--- config.mk ---
export PLATFORM = sky130hd
export DESIGN_NAME = interval_chain_reducibility_filter
export DESIGN_NICKNAME = d
export VERILOG_FILES = /design/src/hdl/icrf_pkg.sv /design/src/hdl/icrf_ctrl.sv /design/src/hdl/icrf_datapath.sv /design/src/hdl/interval_chain_reducibility_filter.sv
export SDC_FILE = /design/constraint.sdc
export NUM_CORES = 2
export LEC_CHECK = 0
export ABC_AREA = 1
export BUFFER_PORTS_ARGS = -buffer_cell sky130_fd_sc_hd__buf_2
export CAP_MARGIN = 10
export CORE_MARGIN = 3
export CORE_UTILIZATION = 43
export CTS_BUF_LIST = sky130_fd_sc_hd__clkbuf_8 sky130_fd_sc_hd__clkbuf_16
export DETAILED_ROUTE_END_ITERATION = 12
export SLEW_MARGIN = 20
export SYNTH_ARGS = -nofsm -noshare
export SYNTH_HDL_FRONTEND = slang
export SYNTH_HIERARCHICAL = 1
export SYNTH_SLANG_ARGS = --single-unit
--- constraint.sdc ---
create_clock -name clock -period 10.6 [get_ports clock]
set_clock_uncertainty 0.2 [all_clocks]
set_input_delay 2.12 -clock clock [delete_from_list [all_inputs] [get_ports clock]]
set_output_delay 2.12 -clock clock [all_outputs]
set_load 0.01 [all_outputs]
--- src/hdl/icrf_pkg.sv ---
`timescale 1ns / 1ps
// ----------------------------------------------------------------------------
// Interval chain reducibility filter package
// Shared constants, controller state type, and controller/datapath bundles.
// ----------------------------------------------------------------------------
package icrf_pkg;

   // Default sizes and the fixed width of the identifier ports.
   localparam int MAX_INTERVALS_DEF = 64;
   localparam int ID_WIDTH_DEF      = 16;
   localparam int IO_W              = 16;

   // Controller states.
   typedef enum logic [2:0] {
      ST_IDLE,
      ST_SELF_RD,
      ST_SELF_LD,
      ST_SCAN_RD,
      ST_SCAN_CMP,
      ST_EMIT
   } state_type;

   // Outcome of comparing the span with one other stored interval.
   typedef enum logic [2:0] {
      CMP_NONE,
      CMP_REDUCE,
      CMP_MOVE_START,
      CMP_MOVE_END
   } cmp_type;

   // Commands from the controller to the datapath.
   typedef struct packed {
      logic load;        // Store the accepted beat or flag overflow.
      logic read_self;   // Read the interval under test.
      logic take_self;   // Capture it, normalize the span, restart the scan.
      logic read_other;  // Read the interval at the scan index.
      logic compare;     // Apply the comparison outcome to span and index.
      logic k_inc;       // Step the scan index past the interval itself.
      logic set_keep;    // Scan ended with no match.
      logic clr_keep;    // A match made the interval reducible.
      logic next_item;   // Advance to the next interval under test.
      logic finish;      // Clear the set after the final result.
   } cmd_type;

   // Status from the datapath to the controller.
   typedef struct packed {
      logic    k_end;     // Scan index reached the interval count.
      logic    k_self;    // Scan index points at the interval under test.
      logic    last_idx;  // Interval under test is the final stored one.
      cmp_type cmp;       // Outcome of the current comparison.
   } status_type;

endpackage

--- src/hdl/icrf_ctrl.sv ---
`timescale 1ns / 1ps
// ----------------------------------------------------------------------------
// Interval chain reducibility filter controller
// Sequences loading, the per-interval table scans, and result emission.
// ----------------------------------------------------------------------------
module icrf_ctrl (
   input  logic                   clock,
   input  logic                   reset,
   input  logic                   start,
   input  logic                   req_is_last,
   input  icrf_pkg::status_type   status,
   output icrf_pkg::cmd_type      cmd,
   output logic                   busy,
   output logic                   rsp_valid
);

   icrf_pkg::state_type state_ff;
   icrf_pkg::state_type state_in;

   // State register.
   always_ff @(posedge clock) begin
      if (reset) begin
         state_ff <= icrf_pkg::ST_IDLE;
      end else begin
         state_ff <= state_in;
      end
   end

   // Next state and commands.
   always_comb begin
      state_in  = state_ff;
      cmd       = '0;
      busy      = 1'b1;
      rsp_valid = 1'b0;
      case (state_ff)
         icrf_pkg::ST_IDLE: begin
            busy = 1'b0;
            if (start) begin
               cmd.load = 1'b1;
               if (req_is_last) begin
                  state_in = icrf_pkg::ST_SELF_RD;
               end
            end
         end
         icrf_pkg::ST_SELF_RD: begin
            cmd.read_self = 1'b1;
            state_in      = icrf_pkg::ST_SELF_LD;
         end
         icrf_pkg::ST_SELF_LD: begin
            cmd.take_self = 1'b1;
            state_in      = icrf_pkg::ST_SCAN_RD;
         end
         icrf_pkg::ST_SCAN_RD: begin
            // End of a full pass with no match: the interval is kept.
            if (status.k_end) begin
               cmd.set_keep = 1'b1;
               state_in     = icrf_pkg::ST_EMIT;
            end else if (status.k_self) begin
               cmd.k_inc = 1'b1;
            end else begin
               cmd.read_other = 1'b1;
               state_in       = icrf_pkg::ST_SCAN_CMP;
            end
         end
         icrf_pkg::ST_SCAN_CMP: begin
            if (status.cmp == icrf_pkg::CMP_REDUCE) begin
               cmd.clr_keep = 1'b1;
               state_in     = icrf_pkg::ST_EMIT;
            end else begin
               cmd.compare = 1'b1;
               state_in    = icrf_pkg::ST_SCAN_RD;
            end
         end
         icrf_pkg::ST_EMIT: begin
            rsp_valid = 1'b1;
            if (status.last_idx) begin
               cmd.finish = 1'b1;
               state_in   = icrf_pkg::ST_IDLE;
            end else begin
               cmd.next_item = 1'b1;
               state_in      = icrf_pkg::ST_SELF_RD;
            end
         end
         default: begin
            state_in = icrf_pkg::ST_IDLE;
         end
      endcase
   end

endmodule

--- src/hdl/icrf_datapath.sv ---
`timescale 1ns / 1ps
// ----------------------------------------------------------------------------
// Interval chain reducibility filter datapath
// Interval memory, set counters, scan index, span registers and comparator.
// ----------------------------------------------------------------------------
module icrf_datapath #(
   parameter int MAX_INTERVALS = icrf_pkg::MAX_INTERVALS_DEF,
   parameter int ID_WIDTH      = icrf_pkg::ID_WIDTH_DEF
) (
   input  logic                        clock,
   input  logic                        reset,
   input  icrf_pkg::cmd_type           cmd,
   input  logic [icrf_pkg::IO_W-1:0]   req_first_id,
   input  logic [icrf_pkg::IO_W-1:0]   req_second_id,
   output icrf_pkg::status_type        status,
   output logic [icrf_pkg::IO_W-1:0]   rsp_out_first_id,
   output logic [icrf_pkg::IO_W-1:0]   rsp_out_second_id,
   output logic                        rsp_keep,
   output logic                        rsp_overflow
);

   localparam int IO_W  = icrf_pkg::IO_W;
   // Stored identifier width: the ports carry 16 bits, masked to ID_WIDTH.
   localparam int SW    = (ID_WIDTH < IO_W) ? ID_WIDTH : IO_W;
   localparam int IDX_W = (MAX_INTERVALS > 1) ? $clog2(MAX_INTERVALS) : 1;
   localparam int CNT_W = $clog2(MAX_INTERVALS + 1);

   logic [2*SW-1:0]  mem [MAX_INTERVALS];
   logic [2*SW-1:0]  rd_data_ff;
   logic [IDX_W-1:0] rd_addr;

   logic [CNT_W-1:0] count_ff;
   logic             ovf_ff;
   logic [IDX_W-1:0] idx_ff;
   logic [CNT_W-1:0] k_ff;
   logic [SW-1:0]    span_s_ff;
   logic [SW-1:0]    span_e_ff;
   logic [SW-1:0]    self_a_ff;
   logic [SW-1:0]    self_b_ff;
   logic             keep_ff;

   logic [SW-1:0]    rd_a;
   logic [SW-1:0]    rd_b;
   logic [SW-1:0]    rd_lo;
   logic [SW-1:0]    rd_hi;
   logic             not_full;
   icrf_pkg::cmp_type cmp;

   assign not_full = (count_ff < CNT_W'(MAX_INTERVALS));
   assign rd_addr  = cmd.read_self ? idx_ff : k_ff[IDX_W-1:0];

   // Interval memory: one write port for loading, one registered read port.
   always_ff @(posedge clock) begin
      if (cmd.load && not_full) begin
         mem[count_ff[IDX_W-1:0]] <= {req_second_id[SW-1:0], req_first_id[SW-1:0]};
      end
      if (cmd.read_self || cmd.read_other) begin
         rd_data_ff <= mem[rd_addr];
      end
   end

   // Normalize the entry just read so that its low end comes first.
   assign rd_a  = rd_data_ff[SW-1:0];
   assign rd_b  = rd_data_ff[2*SW-1:SW];
   assign rd_lo = (rd_a > rd_b) ? rd_b : rd_a;
   assign rd_hi = (rd_a > rd_b) ? rd_a : rd_b;

   // Compare the other interval with the current span.
   always_comb begin
      cmp = icrf_pkg::CMP_NONE;
      if (rd_lo != rd_hi) begin
         if (rd_lo == span_s_ff && rd_hi == span_e_ff) begin
            cmp = icrf_pkg::CMP_REDUCE;
         end else if (rd_lo == span_s_ff && rd_hi < span_e_ff) begin
            cmp = icrf_pkg::CMP_MOVE_START;
         end else if (span_s_ff < rd_lo && rd_hi == span_e_ff) begin
            cmp = icrf_pkg::CMP_MOVE_END;
         end
      end
   end

   assign status.cmp      = cmp;
   assign status.k_end    = (k_ff == count_ff);
   assign status.k_self   = (k_ff == CNT_W'(idx_ff));
   assign status.last_idx = ((CNT_W'(idx_ff) + CNT_W'(1)) == count_ff);

   // Set bookkeeping: fill count, overflow flag and interval under test.
   always_ff @(posedge clock) begin
      if (reset) begin
         count_ff <= '0;
         ovf_ff   <= 1'b0;
         idx_ff   <= '0;
      end else if (cmd.finish) begin
         count_ff <= '0;
         ovf_ff   <= 1'b0;
         idx_ff   <= '0;
      end else begin
         if (cmd.load) begin
            if (not_full) begin
               count_ff <= count_ff + CNT_W'(1);
            end else begin
               ovf_ff <= 1'b1;
            end
         end
         if (cmd.next_item) begin
            idx_ff <= idx_ff + IDX_W'(1);
         end
      end
   end

   // Scan index, span and the captured interval under test.
   always_ff @(posedge clock) begin
      if (cmd.take_self) begin
         self_a_ff <= rd_a;
         self_b_ff <= rd_b;
         span_s_ff <= rd_lo;
         span_e_ff <= rd_hi;
         k_ff      <= '0;
      end else if (cmd.k_inc) begin
         k_ff <= k_ff + CNT_W'(1);
      end else if (cmd.compare) begin
         case (cmp)
            icrf_pkg::CMP_MOVE_START: begin
               span_s_ff <= rd_hi;
               k_ff      <= '0;
            end
            icrf_pkg::CMP_MOVE_END: begin
               span_e_ff <= rd_lo;
               k_ff      <= '0;
            end
            default: begin
               k_ff <= k_ff + CNT_W'(1);
            end
         endcase
      end
      if (cmd.set_keep) begin
         keep_ff <= 1'b1;
      end else if (cmd.clr_keep) begin
         keep_ff <= 1'b0;
      end
   end

   // Result fields.
   assign rsp_out_first_id  = IO_W'(self_a_ff);
   assign rsp_out_second_id = IO_W'(self_b_ff);
   assign rsp_keep          = keep_ff;
   assign rsp_overflow      = ovf_ff;

endmodule

--- src/hdl/interval_chain_reducibility_filter.sv ---
`timescale 1ns / 1ps
// A beat that is not last is stored, and busy stays low.
// A last beat starts evaluation; each stored interval is read and captured, then
// scanned: in each pass over the interval memory, every other interval is read and
// compared and the interval itself is skipped; each start or end move restarts the pass.
// One result strobe per interval; a match ends the scan of its interval early.
// Reset is synchronous and clears the set; the receiver cannot stall results.
// ----------------------------------------------------------------------------
// Interval chain reducibility filter
// Loads a set of intervals and flags each one that other intervals can build.
// ----------------------------------------------------------------------------
module interval_chain_reducibility_filter #(
   parameter int MAX_INTERVALS = icrf_pkg::MAX_INTERVALS_DEF,
   parameter int ID_WIDTH      = icrf_pkg::ID_WIDTH_DEF
) (
   input  logic                        clock,
   input  logic                        reset,
   input  logic                        start,
   output logic                        busy,
   input  logic [icrf_pkg::IO_W-1:0]   req_first_id,
   input  logic [icrf_pkg::IO_W-1:0]   req_second_id,
   input  logic                        req_is_last,
   output logic                        rsp_valid,
   output logic [icrf_pkg::IO_W-1:0]   rsp_out_first_id,
   output logic [icrf_pkg::IO_W-1:0]   rsp_out_second_id,
   output logic                        rsp_keep,
   output logic                        rsp_overflow,
   output logic                        rsp_last_result
);

   icrf_pkg::cmd_type    cmd;
   icrf_pkg::status_type status;

   // Control sequencer.
   icrf_ctrl u_ctrl (
      .clock       (clock),
      .reset       (reset),
      .start       (start),
      .req_is_last (req_is_last),
      .status      (status),
      .cmd         (cmd),
      .busy        (busy),
      .rsp_valid   (rsp_valid)
   );

   // Storage and comparison datapath.
   icrf_datapath #(
      .MAX_INTERVALS (MAX_INTERVALS),
      .ID_WIDTH      (ID_WIDTH)
   ) u_datapath (
      .clock             (clock),
      .reset             (reset),
      .cmd               (cmd),
      .req_first_id      (req_first_id),
      .req_second_id     (req_second_id),
      .status            (status),
      .rsp_out_first_id  (rsp_out_first_id),
      .rsp_out_second_id (rsp_out_second_id),
      .rsp_keep          (rsp_keep),
      .rsp_overflow      (rsp_overflow)
   );

   // The final result beat is the one for the last stored interval.
   assign rsp_last_result = status.last_idx;

endmodule

Word-level counts from Yosys, hierarchy flattened
Memory sizes are Yosys's and may differ from the RTL's. A register that Yosys moved wholly into a read port is not among the register bits.
Cells that the tools add are included.
{"block": "word_totals", "output_inout_bits": 37, "register_bits": 89, "mem_count": 1, "wordCells": 102, "in_bits": 36, "ramBits": 2048}
{"name": "u_datapath.mem", "words": 64, "width": 32, "read_ports": 1, "rd_ports_with_merged_regs": 1, "write_ports": 1, "line": "icrf_datapath.sv:28", "text": "logic [2*SW-1:0] mem [MAX_INTERVALS];"}
{"block": "op_classes", "order_cmp": 4, "bitwise_logic": 1, "n_addsub": 4, "muxes": 47, "reduce_logical": 17, "n_eq_ne": 18}
{"operator": "$mux 16", "n": 10}
{"operator": "$eq 16x16->1", "n": 2}
{"operator": "$lt 16x16->1", "n": 2}
{"operator": "$mux 3", "n": 8}
{"operator": "$mux 1", "n": 21}
{"operator": "$mux 7", "n": 3}
{"operator": "$pmux 3 s6", "n": 1}
{"operator": "$gt 16x16->1", "n": 1}
{"operator": "$ne 16x16->1", "n": 1}
{"operator": "$add 7x1->7 const B", "n": 2}
{"operator": "$eq 7x7->1", "n": 2}
{"operator": "$eq 3x2->1 const B", "n": 4}
{"operator": "$reduce_and 3->1", "n": 3}
{"operator": "$reduce_bool 2->1", "n": 4}
{"operator": "$add 6x1->7 const B", "n": 1}
{"operator": "$eq 7x6->1", "n": 1}
{"operator": "$lt 7x7->1 const B", "n": 1}
{"operator": "$add 6x1->6 const B", "n": 1}
{"operator": "$eq 3x1->1 const B", "n": 2}
{"operator": "$eq 3x3->1 const B", "n": 2}
{"operator": "$mux 2", "n": 3}
{"operator": "$mux 6", "n": 1}
{"operator": "$logic_and 1x1->1", "n": 4}
{"operator": "$ne 2x2->1 const B", "n": 2}
{"operator": "other kinds (7)", "n": 9}

Logic depth before layout (Yosys ltp)
{"block": "depth", "depth_word": 14, "mapped_depth": 36, "ltp_nobuf": 36}

Hierarchy
The synthesis kept the hierarchy.
{"mod": "icrf_datapath", "area_each_um2": 95277.6, "instances": 1, "seq_area_each_um2": 64822.2, "cells_each": 9135}
{"mod": "icrf_ctrl", "area_each_um2": 294.0, "instances": 1, "seq_area_each_um2": 60.1, "cells_each": 54}

Worst setup path after synthesis
OpenSTA, ideal clock, no wires.
{"block": "synth_path", "path_kind": "input to register", "startpoint": "in start", "endpoint": "mem u_datapath/mem[50][0] (netlist bit), enable pin", "required_time_ns": 9.898, "stages": 6, "path_buffers": 0, "t_arrival_ns": 5.883, "setup_time_ns": 0.502, "slack_ns": 4.015, "cell_sequence": "inv_1 > nor2_1 > nand2_1 > inv_1 > nand4_1 > nor4_1"}
{"item": "start: declaration", "line": "interval_chain_reducibility_filter.sv:18", "text": "input logic start,"}
{"item": "end: declaration", "line": "icrf_datapath.sv:28"}

==> impl_metrics.env <==
export IMPL_outcome="finished, final reports clean"
export IMPL_synthCells=9189
export IMPL_numClockSinks=2169
export IMPL_hold_buffers=0
export IMPL_postCtsSetupRepairBufs=0
export IMPL_drc=0
export IMPL_via_count=64900
export IMPL_synthArstFlopShare_pct=0
export IMPL_drtAntennaViolNets=0
export IMPL_start_util_pct=43.4
export IMPL_synth_cell_area_sq_um=95600
export IMPL_tritoncts="built"
export IMPL_grt_pass1_wl_mm=402
export IMPL_cp_arrival_ps=6120
export IMPL_tns_ps=0
export IMPL_setup_worst_path_end_class="flip-flop"
export IMPL_hold_violations=0
export IMPL_synth_cell_types=41
export IMPL_maxCapViolations=0
export IMPL_tightestPinTransition_ps=1140
export IMPL_clockRootBuffer="clkbuf_16"
export IMPL_synth_area_top_cells="edfxtp_1 (67%), nand3_1 (10%), nand2_1 (9.7%)"
export IMPL_ys_warn_count=6
export IMPL_syn_to_final_growth_pct=11.1
export IMPL_viasPerCell=5.28
export IMPL_core_area_sq_um=220000
export IMPL_design_area_sq_um=106000
export IMPL_clock_latency_ps=860
export IMPL_hold_class="reg -> reg"
export IMPL_min_to="u_datapath/rsp_out_second_id[9]"
export IMPL_synth_largest_area_cell="edfxtp_1"
export IMPL_leakage_nw=43.3
export IMPL_r2r_start="u_datapath/rd_data_ff[15]"
export IMPL_hold_depth=0
export IMPL_dp_hpwl_mm=141
export IMPL_numCtsBuffers=221
export IMPL_rr_endpoint="u_datapath/span_s_ff[8]"
export IMPL_nNetsFinal=9236
export IMPL_die_area_sq_um=228000
export IMPL_p_per_area_nw_per_um2=237
export IMPL_cts_resized=0
export IMPL_synth_top_area_share_pct=67.4
export IMPL_clk_pin_slew_ps=60
export IMPL_track_usage_pct=23.5
export IMPL_routed_wl_mm=272
export IMPL_antenna_found_initial=18
export IMPL_wl_per_cell_microns=22.1
export IMPL_synth_edff_count=2144
export IMPL_yosys_register_bits=2169
export IMPL_num_rows=172
export IMPL_fmax_mhz=173
export IMPL_r2r_cells=24
export IMPL_layout_min_cycle_time_ps=5770
export IMPL_ys_dominant_reg_cell="edfxtp_1"
export IMPL_worstHoldStart="u_datapath/rd_data_ff[25]"
export IMPL_overflow=0
export IMPL_critPathKind="reg -> reg"
export IMPL_slew_headroom_pct=23.9
export IMPL_start_kind="flip-flop"
export IMPL_first_pass_iters=7
export IMPL_drv_slew=0
export IMPL_drt_initial_drc_count=7164
export IMPL_ys_seq_area_share_pct=67.9
export IMPL_port_buffers=72
export IMPL_path_max_fanout=17
export IMPL_peakVddDrop_uv=257
export IMPL_finalSetupViolations=0
export IMPL_gp_congestion=0.848
export IMPL_rrSetupSlack_ps=4830
export IMPL_htree_levels=4
export IMPL_ios=73
export IMPL_post_dp_cell_area_sq_um=99200
export IMPL_die_x_microns=477
export IMPL_crit_path_start="u_datapath/rd_data_ff[15]"
export IMPL_cts_max_path_buffers=3
export IMPL_synth_fp_nets=9276
export IMPL_grt_pass1_vias=61800
export IMPL_grt_max_degree=174
export IMPL_fin_crit_sh_pct=54.5
export IMPL_fillers=19800
export IMPL_die_height_microns=477
export IMPL_critPathRequiredTime_ps=10940
export IMPL_rsz0062_at_grt="false"
export IMPL_drive_gt1_share_pct=6.54
export IMPL_synth_area_per_cell_sq_um=10.4
-- per-layer routing --
metal  vias to the layer above  global-route usage [%]  share of wire [%]
li1                      30100                       -                  -
met1                     31700                    32.7                 42
met2                      2676                    38.1                 47
met3                       457                    3.51                7.9
met4                         4                    6.87                2.7
met5                         -                       0              0.012
-- metrics by stage --
| step | instances | setup slack, ps | util (%) | hold WS, ps | total power, mW |
|---|---|---|---|---|---|
| after detailed placement | 11900 | 4740 | 45.0 | 234 | 17.8 |
| after global placement | 11900 | 4550 | 45.0 | 230 | 17.7 |
| final | 12300 | 4830 | 48.2 | 248 | 25.1 |
| after CTS | 12300 | 4720 | 48.2 | 251 | 25.3 |
| after floorplan | 9189 | 4020 | - | 226 | 15.2 |
| after global routing | 12300 | 4300 | 48.2 | 265 | 26.5 |
-- synth_stat cells, drive strengths merged, types with 12 or more instances --
cell	count
a21oi	34
and2	16
buf	418
clkbuf	74
dfxtp	25
edfxtp	2144
ha	51
inv	1653
nand2	2469
nand3	1975
nand3b	130
nor2	108
nor3	12
o21ai	23
xor2	13
-- how the worst max path moves through the flow --
stage | cells after the start | slack (ps) | endpoint
2_1_floorplan | 6 | 4020 | u_datapath/mem[50][0]
3_3_place_gp | 23 | 4550 | u_datapath/span_e_ff[11]
3_5_place_dp | 24 | 4740 | u_datapath/span_s_ff[10]
4_1_cts | 24 | 4720 | u_datapath/span_s_ff[8]
5_1_grt | 26 | 4300 | u_datapath/span_s_ff[8]
6_report | 24 | 4830 | u_datapath/span_s_ff[8]
-- flip-flops by register name (all words and copies together), names as in the netlist --
register / cells
u_datapath/mem: 2048
u_datapath/rd_data_ff: 32
u_datapath/rsp_out_first_id: 16
u_datapath/rsp_out_second_id: 16
u_datapath/span_e_ff: 16
u_datapath/span_s_ff: 16
u_datapath/count_ff: 7
u_datapath/k_ff: 7
u_datapath/idx_ff: 6
u_ctrl/state_ff: 3
u_datapath/rsp_keep: 1
u_datapath/rsp_overflow: 1
-- cell usage in the layout (no fill, tap or decap), drive strengths merged, types with 3 or more instances in the layout --
cell | Yosys | routed
clkinv | 1 | 96
diode | 0 | 7
ha | 51 | 51
xnor2 | 7 | 7
inv | 1653 | 1720
dfxtp | 25 | 25
nand3b | 130 | 130
nor2 | 108 | 108
a21oi | 34 | 34
clkinvlp | 0 | 3
o21bai | 3 | 3
nor4 | 7 | 7
o21ai | 23 | 23
nand4 | 11 | 11
bufinv | 0 | 16
a21o | 3 | 3
nand3 | 1975 | 1975
and2 | 16 | 16
buf | 418 | 229
nor3 | 12 | 12
edfxtp | 2144 | 2144
xor2 | 13 | 13
clkbuf | 74 | 226
nand2 | 2469 | 2469
-- layout make-up --
| type | instances | area [sq um] | area share [%] |
|---|---|---|---|
| Antenna cell | 7 | 17.5 | 0.0165 |
| Multi-Input combinational cell | 4874 | 22700 | 21.3 |
| Timing Repair Buffer | 229 | 1750 | 1.65 |
| Clock buffer | 226 | 5620 | 5.30 |
| Sequential cell | 2169 | 64900 | 61.1 |
| Clock inverter | 181 | 1290 | 1.22 |
| Inverter | 1654 | 6220 | 5.86 |
| Tap cell | 2958 | 3700 | 3.49 |
-- power breakdown --
part | leakage [nW] | internal, mW | switching, mW | total [mW]
registers | 19.5 | 9.79 | 0.112 | 9.90
logic | 20.2 | 2.06 | 5.67 | 7.74
clock network | 3.63 | 4.20 | 3.29 | 7.49
total | 43.3 | 16.1 | 9.07 | 25.1
-- cells by family after synthesis --
family	count (synthesis)	synth area share [%]
XOR/XNOR	20	0.183
AND/OR/NAND/NOR	4731	21.8
AO/OA/AOI/OAI	71	0.427
flip-flops	2169	67.9
buffers and inverters	2146	9.01
adder cells (fa/ha/maj)	51	0.668
other	1	0.00392
-- worst max-delay path, stage by stage (launching register included) --
cell and delay [ps]:
edfxtp_1 420, ha_1 340, nand4_1 200, nor3_1 300, nand3_1 150, nand2_1 600
buf_4 370, nand2_1 110, and2_1 160, ha_1 280, nand2_1 70, nor2_1 190
nand2_1 80, nor2_1 170, inv_1 60, nor2_1 100, nand2_1 110, a21oi_1 140
nor2_1 60, nand2_1 110, nand2_2 80, inv_1 100, nand3_1 120, a21oi_1 560
buf_4 360
Power figures use the tool's default switching activity.
